===== src/rtl/bsfr_pkg.sv =====
// Shared types and constants for the byte-stuffed frame receiver.
`default_nettype none
package bsfr_pkg;

   localparam logic [7:0] FLAG_BYTE   = 8'h7e;
   localparam logic [7:0] CTRL_INFO   = 8'h03;
   localparam logic [7:0] CTRL_DISC   = 8'h77;
   localparam logic [7:0] ESC_BYTE    = 8'h7d;
   localparam logic [7:0] ESC_OF_ESC  = 8'h5d;
   localparam logic [7:0] ESC_OF_FLAG = 8'h5e;

   // Configuration register indexes
   localparam int CSR_INDEX_WIDTH = 1;
   localparam logic [CSR_INDEX_WIDTH-1:0] CSR_FRAME_ADDRESS = 1'd0;
   localparam logic [CSR_INDEX_WIDTH-1:0] CSR_MAX_PAYLOAD   = 1'd1;

   // Result event codes
   localparam logic [1:0] EV_PAYLOAD = 2'd0;
   localparam logic [1:0] EV_GOOD    = 2'd1;
   localparam logic [1:0] EV_BAD     = 2'd2;
   localparam logic [1:0] EV_DISC    = 2'd3;

   // Operation codes passed from front to back
   localparam logic [1:0] OP_DATA  = 2'd0;
   localparam logic [1:0] OP_CLOSE = 2'd1;
   localparam logic [1:0] OP_DISC  = 2'd2;

   localparam int QUEUE_DEPTH = 2;
   localparam int QUEUE_PTR_WIDTH = $clog2(QUEUE_DEPTH);
   localparam int QUEUE_CNT_WIDTH = $clog2(QUEUE_DEPTH + 1);

   typedef struct packed {
      logic [1:0] op;
      logic [7:0] data;
   } op_entry_type;

endpackage
`default_nettype wire


===== src/rtl/bsfr_front.sv =====
// Header tracker: follows flag, address, control and header check, and queues data-field and disconnect work.
`default_nettype none
module bsfr_front (
   input  wire logic               clock,
   input  wire logic               reset,
   input  wire logic               req_valid,
   input  wire logic [7:0]         req_rx_byte,
   input  wire logic               queue_full,
   input  wire logic [7:0]         frame_address,
   output logic                    req_stall,
   output logic                    push,
   output bsfr_pkg::op_entry_type  push_entry
);
   import bsfr_pkg::*;

   localparam logic [2:0] PH_IDLE      = 3'd0;
   localparam logic [2:0] PH_FLAG      = 3'd1;
   localparam logic [2:0] PH_ADDR      = 3'd2;
   localparam logic [2:0] PH_INFO_CTRL = 3'd3;
   localparam logic [2:0] PH_DATA      = 3'd4;
   localparam logic [2:0] PH_DISC_CTRL = 3'd5;
   localparam logic [2:0] PH_DISC_DONE = 3'd6;

   logic [2:0] phase_ff;
   logic [2:0] phase_in;
   logic       accept;
   logic       is_flag;

   assign req_stall = queue_full;
   assign accept    = req_valid && !queue_full;
   assign is_flag   = (req_rx_byte == FLAG_BYTE);

   always_comb begin
      phase_in        = phase_ff;
      push            = 1'b0;
      push_entry.op   = OP_DATA;
      push_entry.data = req_rx_byte;
      if (accept) begin
         unique case (phase_ff)
            PH_IDLE: begin
               if (is_flag) phase_in = PH_FLAG;
            end
            PH_FLAG: begin
               if (is_flag) phase_in = PH_FLAG;
               else if (req_rx_byte == frame_address) phase_in = PH_ADDR;
               else phase_in = PH_IDLE;
            end
            PH_ADDR: begin
               if (is_flag) phase_in = PH_FLAG;
               else if (req_rx_byte == CTRL_INFO) phase_in = PH_INFO_CTRL;
               else if (req_rx_byte == CTRL_DISC) phase_in = PH_DISC_CTRL;
               else phase_in = PH_IDLE;
            end
            PH_INFO_CTRL: begin
               if (is_flag) phase_in = PH_FLAG;
               else if (req_rx_byte == (frame_address ^ CTRL_INFO)) phase_in = PH_DATA;
               else phase_in = PH_IDLE;
            end
            PH_DATA: begin
               push = 1'b1;
               if (is_flag) begin
                  push_entry.op = OP_CLOSE;
                  phase_in      = PH_FLAG;
               end
            end
            PH_DISC_CTRL: begin
               if (is_flag) phase_in = PH_FLAG;
               else if (req_rx_byte == (frame_address ^ CTRL_DISC)) phase_in = PH_DISC_DONE;
               else phase_in = PH_IDLE;
            end
            PH_DISC_DONE: begin
               // ignore trailer bytes until the flag
               if (is_flag) begin
                  push          = 1'b1;
                  push_entry.op = OP_DISC;
                  phase_in      = PH_FLAG;
               end
            end
            default: phase_in = PH_IDLE;
         endcase
      end
   end

   always_ff @(posedge clock) begin
      if (reset) begin
         phase_ff <= PH_IDLE;
      end else begin
         phase_ff <= phase_in;
      end
   end

endmodule
`default_nettype wire


===== src/rtl/bsfr_queue.sv =====
// Short queue of data-field and disconnect operations between header tracker and destuffer.
`default_nettype none
module bsfr_queue (
   input  wire logic                    clock,
   input  wire logic                    reset,
   input  wire logic                    push,
   input  wire bsfr_pkg::op_entry_type  push_entry,
   input  wire logic                    pop,
   output logic                         full,
   output logic                         not_empty,
   output bsfr_pkg::op_entry_type       head
);
   import bsfr_pkg::*;

   op_entry_type                entries_ff [QUEUE_DEPTH];
   logic [QUEUE_PTR_WIDTH-1:0]  wr_ptr_ff;
   logic [QUEUE_PTR_WIDTH-1:0]  wr_ptr_in;
   logic [QUEUE_PTR_WIDTH-1:0]  rd_ptr_ff;
   logic [QUEUE_PTR_WIDTH-1:0]  rd_ptr_in;
   logic [QUEUE_CNT_WIDTH-1:0]  count_ff;
   logic [QUEUE_CNT_WIDTH-1:0]  count_in;
   logic                        do_pop;

   assign full      = (count_ff == QUEUE_CNT_WIDTH'(QUEUE_DEPTH));
   assign not_empty = (count_ff != '0);
   assign head      = entries_ff[rd_ptr_ff];
   assign do_pop    = pop && not_empty;

   always_comb begin
      wr_ptr_in = wr_ptr_ff;
      rd_ptr_in = rd_ptr_ff;
      count_in  = count_ff;
      if (push) begin
         wr_ptr_in = (wr_ptr_ff == QUEUE_PTR_WIDTH'(QUEUE_DEPTH - 1)) ? '0
                                                                     : wr_ptr_ff + 1'b1;
      end
      if (do_pop) begin
         rd_ptr_in = (rd_ptr_ff == QUEUE_PTR_WIDTH'(QUEUE_DEPTH - 1)) ? '0
                                                                     : rd_ptr_ff + 1'b1;
      end
      if (push && !do_pop) count_in = count_ff + 1'b1;
      else if (!push && do_pop) count_in = count_ff - 1'b1;
   end

   always_ff @(posedge clock) begin
      if (reset) begin
         wr_ptr_ff <= '0;
         rd_ptr_ff <= '0;
         count_ff  <= '0;
      end else begin
         wr_ptr_ff <= wr_ptr_in;
         rd_ptr_ff <= rd_ptr_in;
         count_ff  <= count_in;
      end
   end

   always_ff @(posedge clock) begin
      if (push) entries_ff[wr_ptr_ff] <= push_entry;
   end

endmodule
`default_nettype wire


===== src/rtl/bsfr_back.sv =====
// Destuffer: undoes escapes, delays payload by one byte, keeps XOR check and count, gives verdicts.
`default_nettype none
module bsfr_back #(
   parameter int COUNT_WIDTH = 13
) (
   input  wire logic                    clock,
   input  wire logic                    reset,
   input  wire logic                    op_valid,
   input  wire bsfr_pkg::op_entry_type  op_entry,
   input  wire logic [COUNT_WIDTH-1:0]  max_payload,
   output logic                         pop,
   output logic                         rsp_valid,
   input  wire logic                    rsp_stall,
   output logic [1:0]                   rsp_event_kind,
   output logic [7:0]                   rsp_out_byte,
   output logic [COUNT_WIDTH-1:0]       rsp_payload_count
);
   import bsfr_pkg::*;

   logic                   escape_ff,   escape_in;
   logic [7:0]             xor_ff,      xor_in;
   logic [7:0]             held_ff,     held_in;
   logic                   held_vld_ff, held_vld_in;
   logic [COUNT_WIDTH-1:0] count_ff,    count_in;
   logic                   error_ff,    error_in;

   logic                   rsp_valid_ff, rsp_valid_in;
   logic [1:0]             kind_ff,      kind_in;
   logic [7:0]             obyte_ff,     obyte_in;
   logic [COUNT_WIDTH-1:0] ocount_ff,    ocount_in;

   logic                   take;
   logic [7:0]             take_byte;
   logic                   emit;

   assign pop = op_valid && (!rsp_valid_ff || !rsp_stall);

   always_comb begin
      escape_in   = escape_ff;
      xor_in      = xor_ff;
      held_in     = held_ff;
      held_vld_in = held_vld_ff;
      count_in    = count_ff;
      error_in    = error_ff;
      take        = 1'b0;
      take_byte   = op_entry.data;
      emit        = 1'b0;
      kind_in     = EV_PAYLOAD;
      obyte_in    = '0;
      ocount_in   = '0;

      if (pop) begin
         unique case (op_entry.op)
            OP_DATA: begin
               if (escape_ff) begin
                  escape_in = 1'b0;
                  if (op_entry.data == ESC_OF_FLAG) begin
                     take      = 1'b1;
                     take_byte = FLAG_BYTE;
                  end else if (op_entry.data == ESC_OF_ESC) begin
                     take      = 1'b1;
                     take_byte = ESC_BYTE;
                  end else begin
                     error_in = 1'b1;
                  end
               end else if (op_entry.data == ESC_BYTE) begin
                  escape_in = 1'b1;
               end else begin
                  take = 1'b1;
               end
            end
            OP_CLOSE: begin
               emit      = 1'b1;
               kind_in   = (held_vld_ff && !escape_ff && !error_ff && held_ff == xor_ff)
                           ? EV_GOOD : EV_BAD;
               ocount_in = count_ff;
               escape_in   = 1'b0;
               xor_in      = '0;
               held_in     = '0;
               held_vld_in = 1'b0;
               count_in    = '0;
               error_in    = 1'b0;
            end
            OP_DISC: begin
               emit    = 1'b1;
               kind_in = EV_DISC;
            end
            default: begin
            end
         endcase

         // release the held byte, hold the new one
         if (take) begin
            if (held_vld_ff) begin
               if (count_ff >= max_payload) begin
                  error_in = 1'b1;
               end else begin
                  xor_in   = xor_ff ^ held_ff;
                  count_in = count_ff + 1'b1;
                  emit     = 1'b1;
                  kind_in  = EV_PAYLOAD;
                  obyte_in = held_ff;
               end
            end
            held_in     = take_byte;
            held_vld_in = 1'b1;
         end
      end

      if (pop) rsp_valid_in = emit;
      else if (!rsp_stall) rsp_valid_in = 1'b0;
      else rsp_valid_in = rsp_valid_ff;
   end

   always_ff @(posedge clock) begin
      if (reset) begin
         escape_ff    <= 1'b0;
         xor_ff       <= '0;
         held_ff      <= '0;
         held_vld_ff  <= 1'b0;
         count_ff     <= '0;
         error_ff     <= 1'b0;
         rsp_valid_ff <= 1'b0;
      end else begin
         escape_ff    <= escape_in;
         xor_ff       <= xor_in;
         held_ff      <= held_in;
         held_vld_ff  <= held_vld_in;
         count_ff     <= count_in;
         error_ff     <= error_in;
         rsp_valid_ff <= rsp_valid_in;
      end
   end

   // hold the result while stalled
   always_ff @(posedge clock) begin
      if (pop && emit) begin
         kind_ff   <= kind_in;
         obyte_ff  <= obyte_in;
         ocount_ff <= ocount_in;
      end
   end

   assign rsp_valid         = rsp_valid_ff;
   assign rsp_event_kind    = kind_ff;
   assign rsp_out_byte      = obyte_ff;
   assign rsp_payload_count = ocount_ff;

endmodule
`default_nettype wire


===== src/rtl/byte_stuffed_frame_receiver.sv =====
// Top level of the byte-stuffed frame receiver: config registers, front, queue and back.
// Takes one received byte per cycle while req_stall is low. A header tracker checks flag,
// address, control and header check and forwards data-field bytes and closing flags through
// a two-entry queue to a destuffer, which undoes escapes, releases each payload byte one byte
// late (the last byte before the closing flag is the XOR check), counts up to max_payload
// and gives a good/bad verdict with the count, or reports a disconnect frame. Sustained rate
// is one byte per cycle while rsp_stall is low; a result passes through the queue entry and
// then the output register. rsp_stall backs up into the queue and then req_stall.
`default_nettype none
module byte_stuffed_frame_receiver #(
   parameter int COUNT_WIDTH = 13
) (
   input  wire logic                                    clock,
   input  wire logic                                    reset,
   input  wire logic                                    req_valid,
   output logic                                         req_stall,
   input  wire logic [7:0]                              req_rx_byte,
   output logic                                         rsp_valid,
   input  wire logic                                    rsp_stall,
   output logic [1:0]                                   rsp_event_kind,
   output logic [7:0]                                   rsp_out_byte,
   output logic [COUNT_WIDTH-1:0]                       rsp_payload_count,
   input  wire logic                                    csr_write_enable,
   input  wire logic [bsfr_pkg::CSR_INDEX_WIDTH-1:0]    csr_index,
   input  wire logic [COUNT_WIDTH-1:0]                  csr_write_data
);
   import bsfr_pkg::*;

   logic [7:0]             frame_address_ff;
   logic [COUNT_WIDTH-1:0] max_payload_ff;

   logic         q_push;
   op_entry_type q_push_entry;
   logic         q_full;
   logic         q_not_empty;
   op_entry_type q_head;
   logic         q_pop;

   always_ff @(posedge clock) begin
      if (reset) begin
         frame_address_ff <= 8'd3;
         max_payload_ff   <= COUNT_WIDTH'(250);
      end else if (csr_write_enable) begin
         unique case (csr_index)
            CSR_FRAME_ADDRESS: frame_address_ff <= csr_write_data[7:0];
            CSR_MAX_PAYLOAD:   max_payload_ff   <= csr_write_data;
            default: begin
            end
         endcase
      end
   end

   bsfr_front u_front (
      .clock         (clock),
      .reset         (reset),
      .req_valid     (req_valid),
      .req_rx_byte   (req_rx_byte),
      .queue_full    (q_full),
      .frame_address (frame_address_ff),
      .req_stall     (req_stall),
      .push          (q_push),
      .push_entry    (q_push_entry)
   );

   bsfr_queue u_queue (
      .clock      (clock),
      .reset      (reset),
      .push       (q_push),
      .push_entry (q_push_entry),
      .pop        (q_pop),
      .full       (q_full),
      .not_empty  (q_not_empty),
      .head       (q_head)
   );

   bsfr_back #(
      .COUNT_WIDTH (COUNT_WIDTH)
   ) u_back (
      .clock             (clock),
      .reset             (reset),
      .op_valid          (q_not_empty),
      .op_entry          (q_head),
      .max_payload       (max_payload_ff),
      .pop               (q_pop),
      .rsp_valid         (rsp_valid),
      .rsp_stall         (rsp_stall),
      .rsp_event_kind    (rsp_event_kind),
      .rsp_out_byte      (rsp_out_byte),
      .rsp_payload_count (rsp_payload_count)
   );

   a_no_queue_overflow: assert property (@(posedge clock) disable iff (reset)
      !(q_push && q_full))
      else $error("queue written while full");

   a_verdict_byte_zero: assert property (@(posedge clock) disable iff (reset)
      (rsp_valid && rsp_event_kind != EV_PAYLOAD) |-> (rsp_out_byte == 8'd0))
      else $error("non-payload transaction carries a byte");

   a_count_zero: assert property (@(posedge clock) disable iff (reset)
      (rsp_valid && (rsp_event_kind == EV_PAYLOAD || rsp_event_kind == EV_DISC))
         |-> (rsp_payload_count == '0))
      else $error("count set on payload or disconnect transaction");

endmodule
`default_nettype wire


===== config.mk =====
export PLATFORM = sky130hd
export DESIGN_NAME = byte_stuffed_frame_receiver
export DESIGN_NICKNAME = d
export VERILOG_FILES = /design/src/rtl/bsfr_pkg.sv /design/src/rtl/bsfr_front.sv /design/src/rtl/bsfr_queue.sv /design/src/rtl/bsfr_back.sv /design/src/rtl/byte_stuffed_frame_receiver.sv
export SDC_FILE = /design/constraint.sdc
export NUM_CORES = 1
export LEC_CHECK = 0
export ABC_CLOCK_PERIOD_IN_PS = 6900
export BUFFER_PORTS_ARGS = -buffer_cell sky130_fd_sc_hd__buf_2
export CORE_ASPECT_RATIO = 1.4
export CORE_MARGIN = 10
export CORE_UTILIZATION = 50
export CTS_CLUSTER_DIAMETER = 150
export CTS_CLUSTER_SIZE = 14
export DETAILED_ROUTE_END_ITERATION = 16
export PLACE_DENSITY = 0.69
export SETUP_SLACK_MARGIN = 0.4
export SYNTH_ARGS = -nofsm -noshare
export SYNTH_HDL_FRONTEND = slang
export SYNTH_SLANG_ARGS = --single-unit

===== constraint.sdc =====
create_clock -name clock -period 6.9 [get_ports clock]
set_clock_uncertainty 0.15 [all_clocks]
set_input_delay 0.69 -clock clock [delete_from_list [all_inputs] [get_ports clock]]
set_output_delay 0.69 -clock clock [all_outputs]
set_load 0.05 [all_outputs]

==> results_dict.tcl, run 1 <==
set metrics [dict create \
    synth-simple-area-share_pct 21.0 \
    ant_nets 0 \
    worstMarginPinSlew_ns 0.901 \
    rsz0062_at_grt "no" \
    path_buf_inv 2 \
    crit_path_frequent_cell "inv_1" \
    core_region_area_um2 9950 \
    grt_pass1_wl_um 17700 \
    slew_violations 0 \
    crit_type "flip-flop to flip-flop" \
    synthCells 523 \
    endpoint_kind "flip-flop" \
    p_sw_w 0.000492 \
    worstHoldPathType "flip-flop to flip-flop" \
    cts_hold_buf 0 \
    synth_nets 568 \
    path_cells "mux2i_1 > ha_1 > inv_1 > a221o_2 > nor4_4 > o21ai_0 > inv_1" \
    drive_above_1_share_pct 13.9 \
    synth_top_family_by_area "simple AND/OR/NAND/NOR gates" \
    place_hpwl_um 7880 \
    drc 0 \
    crit_path_max_incr_delay_ns 0.73 \
    yosys.area.top_type "edfxtp_1" \
    fin_total_pwr_w 0.00155 \
    synth-edff-count 43 \
    grtUsageTotal_pct 14.6 \
    async_reset_ff_share_pct 0 \
    insertion_delay_ns 0.35 \
    synth_ff_type "dfxtp_1" \
    post_cts.repair.setup_buffers 0 \
    diodes 0 \
    wl_per_cell_um 15.5 \
    tns_ns 0 \
    design.portCount 52 \
    setup_viol 0 \
    reg2reg_depth 7 \
    whs_ns 0.304 \
    pwr-share-comb_pct 21.5 \
    syn_area_per_cell_um2 9.79 \
    syn-cell-area_um2 5120 \
    crit_fanout 23 \
    cts_tree "built" \
    fillers 878 \
    cts_root_buffer "clkbuf_16" \
    netSwitchingFraction_pct 31.8 \
    drtIter0Drc 166 \
    clock-sinks 105 \
    grt_pass1_vias 3775 \
    wirelength_um 10900 \
    yosysSeqAreaShare_pct 49.4 \
    initial_core_util_pct 51.5 \
    clk_pin_slew_ns 0.07 \
    fmax_mhz 282 \
    final.setup.worst_slack_ns 3.36 \
    worstHoldPathCells 2 \
    period_share_pct 51.3 \
    nNetsFinal 609 \
    path_depth 7 \
    critPathLaunchType "flip-flop" \
    clockBufferDepth 2 \
    drt_first_pass_iters 4 \
    die_y_um 140 \
    die_w_um 106 \
    vias_per_cell 5.50 \
    peakVddDrop_v 0.000184 \
    cts-htree-levels 3 \
    cp_slowest_cell "inv_1" \
    synth_top_area_share_pct 25.2 \
    outcome "complete, no violations" \
    synth-xor-area-share_pct 3.59 \
    cts_resized 0 \
    p_clk_share_pct 32.1 \
    yosys_warnings 0 \
    die_area_um2 14800 \
    grt_max_degree 55 \
    antenna_found_initial 0 \
    cts_buffers 9 \
    yosysUniqueCellTypes 52 \
    syn_to_final_growth_pct 11.8 \
    grt_remaining_overflow 0 \
    finalHoldViolCount 0 \
    arrival_ns 3.37 \
    synth_compound_area_share_pct 13.7 \
    powerDensity_nw_per_um2 270 \
    power.share.sequential_pct 46.3 \
    gp_congestion 0.907 \
    vias 3870 \
    synth_fa_ha_area_share_pct 4.40 \
    p_int_w 0.00106 \
    rows 43 \
    synth_mux_area_share_pct 3.08 \
    port_buffers 51 \
    drv_cap 0 \
    p_leak_nw 2.22 \
    crit_family "buffers and inverters" \
    period_minus_slack_ns 3.54 \
    slew_headroom_pct 39.9 \
    dp_slack_ns 3.35 \
    synthTopCellsByCount "dfxtp_1 (62), nand2_1 (62), a21oi_1 (46), edfxtp_1 (43), inv_1 (35)" \
    synth_seq_cells 105 \
    synthTopCellsByArea "edfxtp_1 (25%), dfxtp_1 (24%), nand2_1 (4.5%)" \
    cp.required_ns 6.72 \
]
==> layer usage <==
metal  wire, um  global-route usage (%)  vias to the layer above
li1           -                       -                     1951
met4        340                    7.93                        0
met3        501                    3.23                       28
met5          0                       0                        -
met2       5300                    24.4                       99
met1       4740                    16.8                     1792
==> placed cells by master, fill, tap and decap left out, types with 5 or more instances in the layout <==
cell type,n
clkbuf_16,9
ha_1,18
nand2b_1,5
edfxtp_1,43
a21oi_1,46
o22ai_2,5
o21ai_0,8
buf_2,51
xor2_1,17
mux2i_1,12
and3_1,11
nor3_1,23
dfxtp_1,62
nand3b_1,24
nand2_1,62
and2_1,12
o22ai_1,10
inv_1,35
o2bb2ai_1,12
nand3_1,8
nor2_1,32
==> state kept, by name, summed over array words and instances (netlist names), 2 cells and up, named ones only <==
signal                    flops
u_back.rsp_event_kind         2
u_queue.entries_ff           20
u_back.held_ff                8
frame_address_ff              8
u_back.count_ff              13
max_payload_ff               13
u_back.rsp_out_byte           8
u_back.rsp_payload_count     13
u_queue.count_ff              2
u_front.phase_ff              3
u_back.xor_ff                 8
==> per-stage QoR <==
| stage | cell area [um2] | std cells | util [%] |
|---|---|---|---|
| 6_report | 5730 | 704 | 57.5 |
| 5_1_grt | 5730 | 704 | 57.5 |
| 4_1_cts | 5730 | 704 | 57.5 |
| 3_5_place_dp | 5440 | 688 | 54.7 |
| 3_3_place_gp | 5440 | 688 | 54.7 |
| 2_1_floorplan | 5120 | 523 | - |
==> cell families (layout without fill, tap and decap cells) <==
group                    count (synthesis)  in the layout
AO/OA/AOI/OAI                          104            104
XOR/XNOR                                21             21
adder cells (fa/ha/maj)                 18             18
buffers and inverters                   57            103
flip-flops                             105            105
multiplexers                            15             15
AND/OR/NAND/NOR                        203            203
==> worst reg2reg max path: cells and delay by family, from the launching register on <==
family,cells,cell delay (ns)
mux,1,0.37
simple gates,1,0.30
compound gates,2,0.56
fa+ha+maj,1,0.26
flops,1,0.70
buf+inv,2,0.83
==> final timing paths <==
kind | startpoint | end | slack, ns
setup / recovery | flip-flop | u_back.rsp_payload_count[3] | 3.36
hold / removal | max_payload_ff[8] | max_payload_ff[8] | 0.30
hold reg to reg | max_payload_ff[8] | max_payload_ff[8] | 0.30
setup reg to reg | flip-flop | u_back.rsp_payload_count[3] | 3.36
==> power by group through the flow <==
| stage | Combinational (W) | Clock [W] | Sequential, W |
|---|---|---|---|
| final | 0.000333 | 0.000497 | 0.000717 |
| after global routing | 0.000365 | 0.000525 | 0.000722 |
| after CTS | 0.000333 | 0.000505 | 0.000717 |
| after detailed placement | 0.000331 | 0 | 0.000732 |
| after global placement | 0.000325 | 0 | 0.000730 |
| after floorplan | 0.000211 | 0 | 0.000773 |
==> final cells by class <==
cell class,count,area (um2),area share [%]
sequential,105,2530,44.2
multi-input combinational,361,2340,40.9
timing repair buffer,52,263,4.59
clock inverter,7,61.3,1.07
clock buffer,9,225,3.93
inverter,35,131,2.29
tap,135,169,2.95
No activity file was read; power rests on OpenSTA's default activity.
==> run 2: changes to the inputs <==
--- a/config.mk
+++ b/config.mk
@@ -5,7 +5,7 @@
 export SDC_FILE = /design/constraint.sdc
 export NUM_CORES = 1
 export LEC_CHECK = 0
-export ABC_CLOCK_PERIOD_IN_PS = 6900
+export ABC_CLOCK_PERIOD_IN_PS = 2800
 export BUFFER_PORTS_ARGS = -buffer_cell sky130_fd_sc_hd__buf_2
 export CORE_ASPECT_RATIO = 1.4
 export CORE_MARGIN = 10
@@ -13,7 +13,7 @@
 export CTS_CLUSTER_DIAMETER = 150
 export CTS_CLUSTER_SIZE = 14
 export DETAILED_ROUTE_END_ITERATION = 16
-export PLACE_DENSITY = 0.69
+export PLACE_DENSITY = 0.72
 export SETUP_SLACK_MARGIN = 0.4
 export SYNTH_ARGS = -nofsm -noshare
 export SYNTH_HDL_FRONTEND = slang
==> constraint.sdc (replaced) <==
create_clock -name clock -period 2.8 [get_ports clock]
set_clock_uncertainty 0.15 [all_clocks]
set_input_delay 0.28 -clock clock [delete_from_list [all_inputs] [get_ports clock]]
set_output_delay 0.28 -clock clock [all_outputs]
set_load 0.05 [all_outputs]
==> run 2 against run 1 <==
- sequential power rose by 150%
- cell area rose by 8.4%
- fmax rose by 45%
- critical endpoint is now u_back.count_ff[0]
- wire length rose by 5.2%
- core utilization rose by 4.8 points
- setup slack got worse by 3.0 ns
- global-route usage rose by 0.27 points
- non-clock buffer count rose by 24
- via count rose by 5.4%
- die area did not move
==> results_dict.tcl, run 2 (synthesized netlist as in run 1, its figures left out) <==
set metrics [dict create \
    outcome "complete, no violations" \
    core_region_area_um2 9950 \
    vias_per_cell 5.59 \
    crit_path_frequent_cell "buf_6" \
    drc 0 \
    die_area_um2 14800 \
    placed_cell_area_um2 5570 \
    grtUsageTotal_pct 14.8 \
    wirelength_um 11400 \
    ant_nets 0 \
    port_buffers 51 \
    tns_ns 0 \
    cts-htree-levels 3 \
    endpoint_kind "flip-flop" \
    final.setup.worst_slack_ns 0.355 \
    p_leak_nw 2.41 \
    place_hpwl_um 8200 \
    powerDensity_nw_per_um2 665 \
    layout_common_cells "nand2_1 (62), dfxtp_1 (55), buf_2 (51), edfxtp_1 (43), a21oi_1 (41)" \
    drtIter0Drc 144 \
    dp_slack_ns 0.188 \
    slew_headroom_pct 35.5 \
    vias 4079 \
    setup_viol 0 \
    stdcell_area_um2 6210 \
    die_w_um 106 \
    crit_path_max_incr_delay_ns 0.41 \
    final_core_util_pct 62.4 \
    die_y_um 140 \
    final_common_cell "nand2_1" \
    rows 43 \
    largest_register_ffs 20 \
    crit_type "flip-flop to flip-flop" \
    worstHoldPathType "primary input to flip-flop" \
    fmax_mhz 409 \
    clk_pin_slew_ns 0.07 \
    initial_core_util_pct 51.5 \
    wl_per_cell_um 15.7 \
    syn_to_final_growth_pct 21.2 \
    rsz0062_at_grt "yes" \
    worstMarginPinSlew_ns 0.967 \
    drt_first_pass_iters 4 \
    grt_max_degree 55 \
    crit_fanout 6 \
    finalHoldViolCount 0 \
    grt_remaining_overflow 0 \
    cts_buffers 9 \
    regMostFlops "u_queue.entries_ff" \
    clock-sinks 105 \
    slew_violations 0 \
    period_minus_slack_ns 2.44 \
    peakVddDrop_v 0.000405 \
    grt_pass1_wl_um 18300 \
    fin_total_pwr_w 0.00413 \
    cts_tree "built" \
    drive_above_1_share_pct 24.4 \
    drv_cap 0 \
    cp_slowest_cell "dfxtp_4" \
    path_buf_inv 3 \
    critPathLaunchType "flip-flop" \
    crit_family "multiplexers" \
    design.portCount 52 \
    nNetsFinal 635 \
    cts_hold_buf 0 \
    clockBufferDepth 2 \
    period_share_pct 87.3 \
    grt_pass1_vias 3927 \
    insertion_delay_ns 0.34 \
    cp.required_ns 2.84 \
    cts_root_buffer "clkbuf_16" \
    gp_congestion 0.884 \
    antenna_found_initial 0 \
    path_cells "buf_6 > mux2_4 > a221o_2 > buf_6 > nor4_4 > buf_6 > mux2i_1 > nor2_1" \
    arrival_ns 2.49 \
    diodes 0 \
]
[run 2: changes by cell type in the layout (fill, tap and decap cells not counted), sizes merged]
cell,delta
buf,+24
bufinv,+1
clkinv,-2
clkbuf,+1
inv,+2
[run 2: metrics by stage]
stage	hold slack, ns	instances
final	0.0173	730
after global placement	0.300	700
after global routing	0.0259	730
after detailed placement	0.298	700
after CTS	0.00789	724
after floorplan	0.229	523
[run 2: what timing repair did]
item	4_1_cts	5_1_grt
gates resized for setup	12	34
cloned	1	1
setup endpoints to repair	60	61
pin swaps	6	11
setup buffers	7	5
hold endpoints to repair	0	0
[run 2: per-layer routing]
layer	track usage [%]	share of wire, %
met3	3.51	4.3
met2	25.6	51
met5	0	0
met4	6.08	2.2
met1	17.1	43
[run 2: path summary, 6_finish.rpt]
check                     startpoint            endpoint  cells past startpoint  slack [ns]
hold reg to reg   max_payload_ff[12]  max_payload_ff[12]                      2        0.31
hold / removal     csr_write_data[5]   max_payload_ff[5]                      3        0.02
setup reg to reg           flip-flop  u_back.count_ff[0]                      8        0.36
setup / recovery           flip-flop  u_back.count_ff[0]                      8        0.36
[run 2: worst min-delay path: stages]
cell	delay, ns
buf_2	0.09
nand2_1	0.05
nand3b_1	0.06
[run 2: area by class of cell]
cell class,instances,area (um2)
multi-input combinational,361,2560
timing repair buffer,76,462
clock buffer,10,239
tap,135,169
clock inverter,6,63.8
sequential,105,2540
inverter,35,145
fill,818,3750
timing repair inverter,2,21.3
[run 2: report_power, final]
group / total [W] / internal [W] / switching, W
Combinational: 0.00110 / 0.000386 / 0.000713
Sequential: 0.00176 / 0.00170 / 0.0000559
Clock: 0.00127 / 0.000721 / 0.000550
==> run 3: changes to the inputs <==
--- a/config.mk
+++ b/config.mk
@@ -13,6 +13,7 @@
 export CTS_CLUSTER_DIAMETER = 150
 export CTS_CLUSTER_SIZE = 14
 export DETAILED_ROUTE_END_ITERATION = 16
+export HOLD_SLACK_MARGIN = 0.02
 export PLACE_DENSITY = 0.72
 export SETUP_SLACK_MARGIN = 0.4
 export SYNTH_ARGS = -nofsm -noshare
==> run 3 against run 2 <==
- die area is the same
- total power shrank 0.21%
- sequential cell count is the same
- fmax grew 0.32%
- highest routed layer unchanged
- critical path depth is the same
- critical path type unchanged
- clock power is essentially flat
- setup slack gained 0.0077 ns
- cell count grew 0.82%
- critical endpoint unchanged
- cell area is essentially flat
==> results_dict.tcl, run 3 (synthesized netlist as in run 1, its figures left out) <==
set metrics [dict create \
    outcome "complete, no violations" \
    peakVddDrop_v 0.000402 \
    drt_first_pass_iters 4 \
    core_region_area_um2 9950 \
    vias_per_cell 5.56 \
    stdcell_area_um2 6210 \
    finalHoldViolCount 0 \
    period_share_pct 87.0 \
    endpoint_kind "flip-flop" \
    diodes 0 \
    placed_cell_area_um2 5570 \
    fillers 826 \
    cp.required_ns 2.84 \
    powerDensity_nw_per_um2 663 \
    wl_per_cell_um 15.5 \
    post-place-cells 700 \
    worstMarginPinSlew_ns 0.936 \
    layout_common_cells "nand2_1 (62), dfxtp_1 (55), buf_2 (51), a21oi_1 (43), edfxtp_1 (43)" \
    slew_headroom_pct 37.6 \
    crit_fanout 6 \
    place_hpwl_um 8200 \
    cts_tree "built" \
    cts_buffers 9 \
    die_y_um 140 \
    cts-htree-levels 3 \
    die_w_um 106 \
    design.portCount 52 \
    clockBufferDepth 2 \
    port_buffers 51 \
    worstHoldPathType "primary input to flip-flop" \
    r2r_slack_ns 0.36 \
    drive_above_1_share_pct 22.3 \
    p_leak_nw 2.42 \
    final_cells 736 \
    grtUsageTotal_pct 15.0 \
    drv_cap 0 \
    grt_max_degree 55 \
    grt_remaining_overflow 0 \
    slew_violations 0 \
    setup_viol 0 \
    rows 43 \
    period_minus_slack_ns 2.44 \
    critPathLaunchType "flip-flop" \
    cts_root_buffer "clkbuf_16" \
    ant_nets 0 \
    vias 4089 \
    antenna_found_initial 0 \
    drtIter0Drc 182 \
    final_common_cell "nand2_1" \
    grt_pass1_vias 3925 \
    grt_pass1_wl_um 18500 \
    largest_register_ffs 20 \
    clk_pin_slew_ns 0.07 \
    fmax_mhz 410 \
    rsz0062_at_grt "yes" \
    regMostFlops "u_queue.entries_ff" \
    die_area_um2 14800 \
    crit_type "flip-flop to flip-flop" \
    holdCritStartpoint "csr_write_data[8]" \
    insertion_delay_ns 0.34 \
    nNetsFinal 641 \
    syn_to_final_growth_pct 21.3 \
    clock-sinks 105 \
    initial_core_util_pct 51.5 \
    gp_congestion 0.884 \
    drc 0 \
    tns_ns 0 \
    wirelength_um 11400 \
    arrival_ns 2.48 \
]
## run 3: metal layers
metal	track usage, %	part of all wire, %	up-vias
met5	0	0	-
met2	25.6	51	115
met4	6.00	1.7	0
met1	17.6	42	1931
li1	-	-	2023
met3	3.51	5.0	20
## run 3: area by class of cell
type | count | area [um2] | area share, %
clock buffer | 10 | 239 | 3.85
clock inverter | 6 | 63.8 | 1.03
inverter | 35 | 145 | 2.34
multi-input combinational | 361 | 2510 | 40.3
sequential | 105 | 2540 | 40.9
tap | 135 | 169 | 2.72
timing repair buffer | 82 | 524 | 8.44
timing repair inverter | 2 | 21.3 | 0.342
## run 3: per-stage QoR
stage / total power, W / setup WS (ns) / utilization, % / hold WS [ns]
2_1_floorplan: 0.00247 / 0.403 / - / 0.229
3_3_place_gp: 0.00271 / 0.301 / 56.0 / 0.300
3_5_place_dp: 0.00273 / 0.188 / 56.0 / 0.298
4_1_cts: 0.00410 / 0.371 / 60.9 / 0.0209
5_1_grt: 0.00430 / 0.286 / 62.4 / 0.0259
6_report: 0.00412 / 0.363 / 62.4 / 0.0334
## run 3: final timing paths
path                        endpoint  cells past startpoint
setup / recovery  u_back.count_ff[0]                      8
hold / removal     max_payload_ff[8]                      3
setup reg to reg  u_back.count_ff[0]                      8
hold reg to reg   max_payload_ff[12]                      2
## run 3: report_power, final
group / leakage [nW] / internal [W] / switching [W]
clock: 0.154 / 0.000721 / 0.000549
combinational: 1.33 / 0.000388 / 0.000704
sequential: 0.935 / 0.00170 / 0.0000550
total: 2.42 / 0.00281 / 0.00131
## run 3: timing repair
action	4_1_cts	5_1_grt
setup endpoints to repair	60	61
hold buffers	7	0
pin swaps	6	3
gates resized for setup	12	24
buffers inserted	7	4
endpoints found under the hold margin	7	0
gates cloned	1	1
## run 3: worst max-delay path: stages, from the launching register on
cell	delay, ns
dfxtp_4	0.41
buf_6	0.14
mux2_4	0.31
a221o_2	0.38
buf_6	0.14
nor4_4	0.33
buf_6	0.17
mux2i_1	0.20
nor2_1	0.06
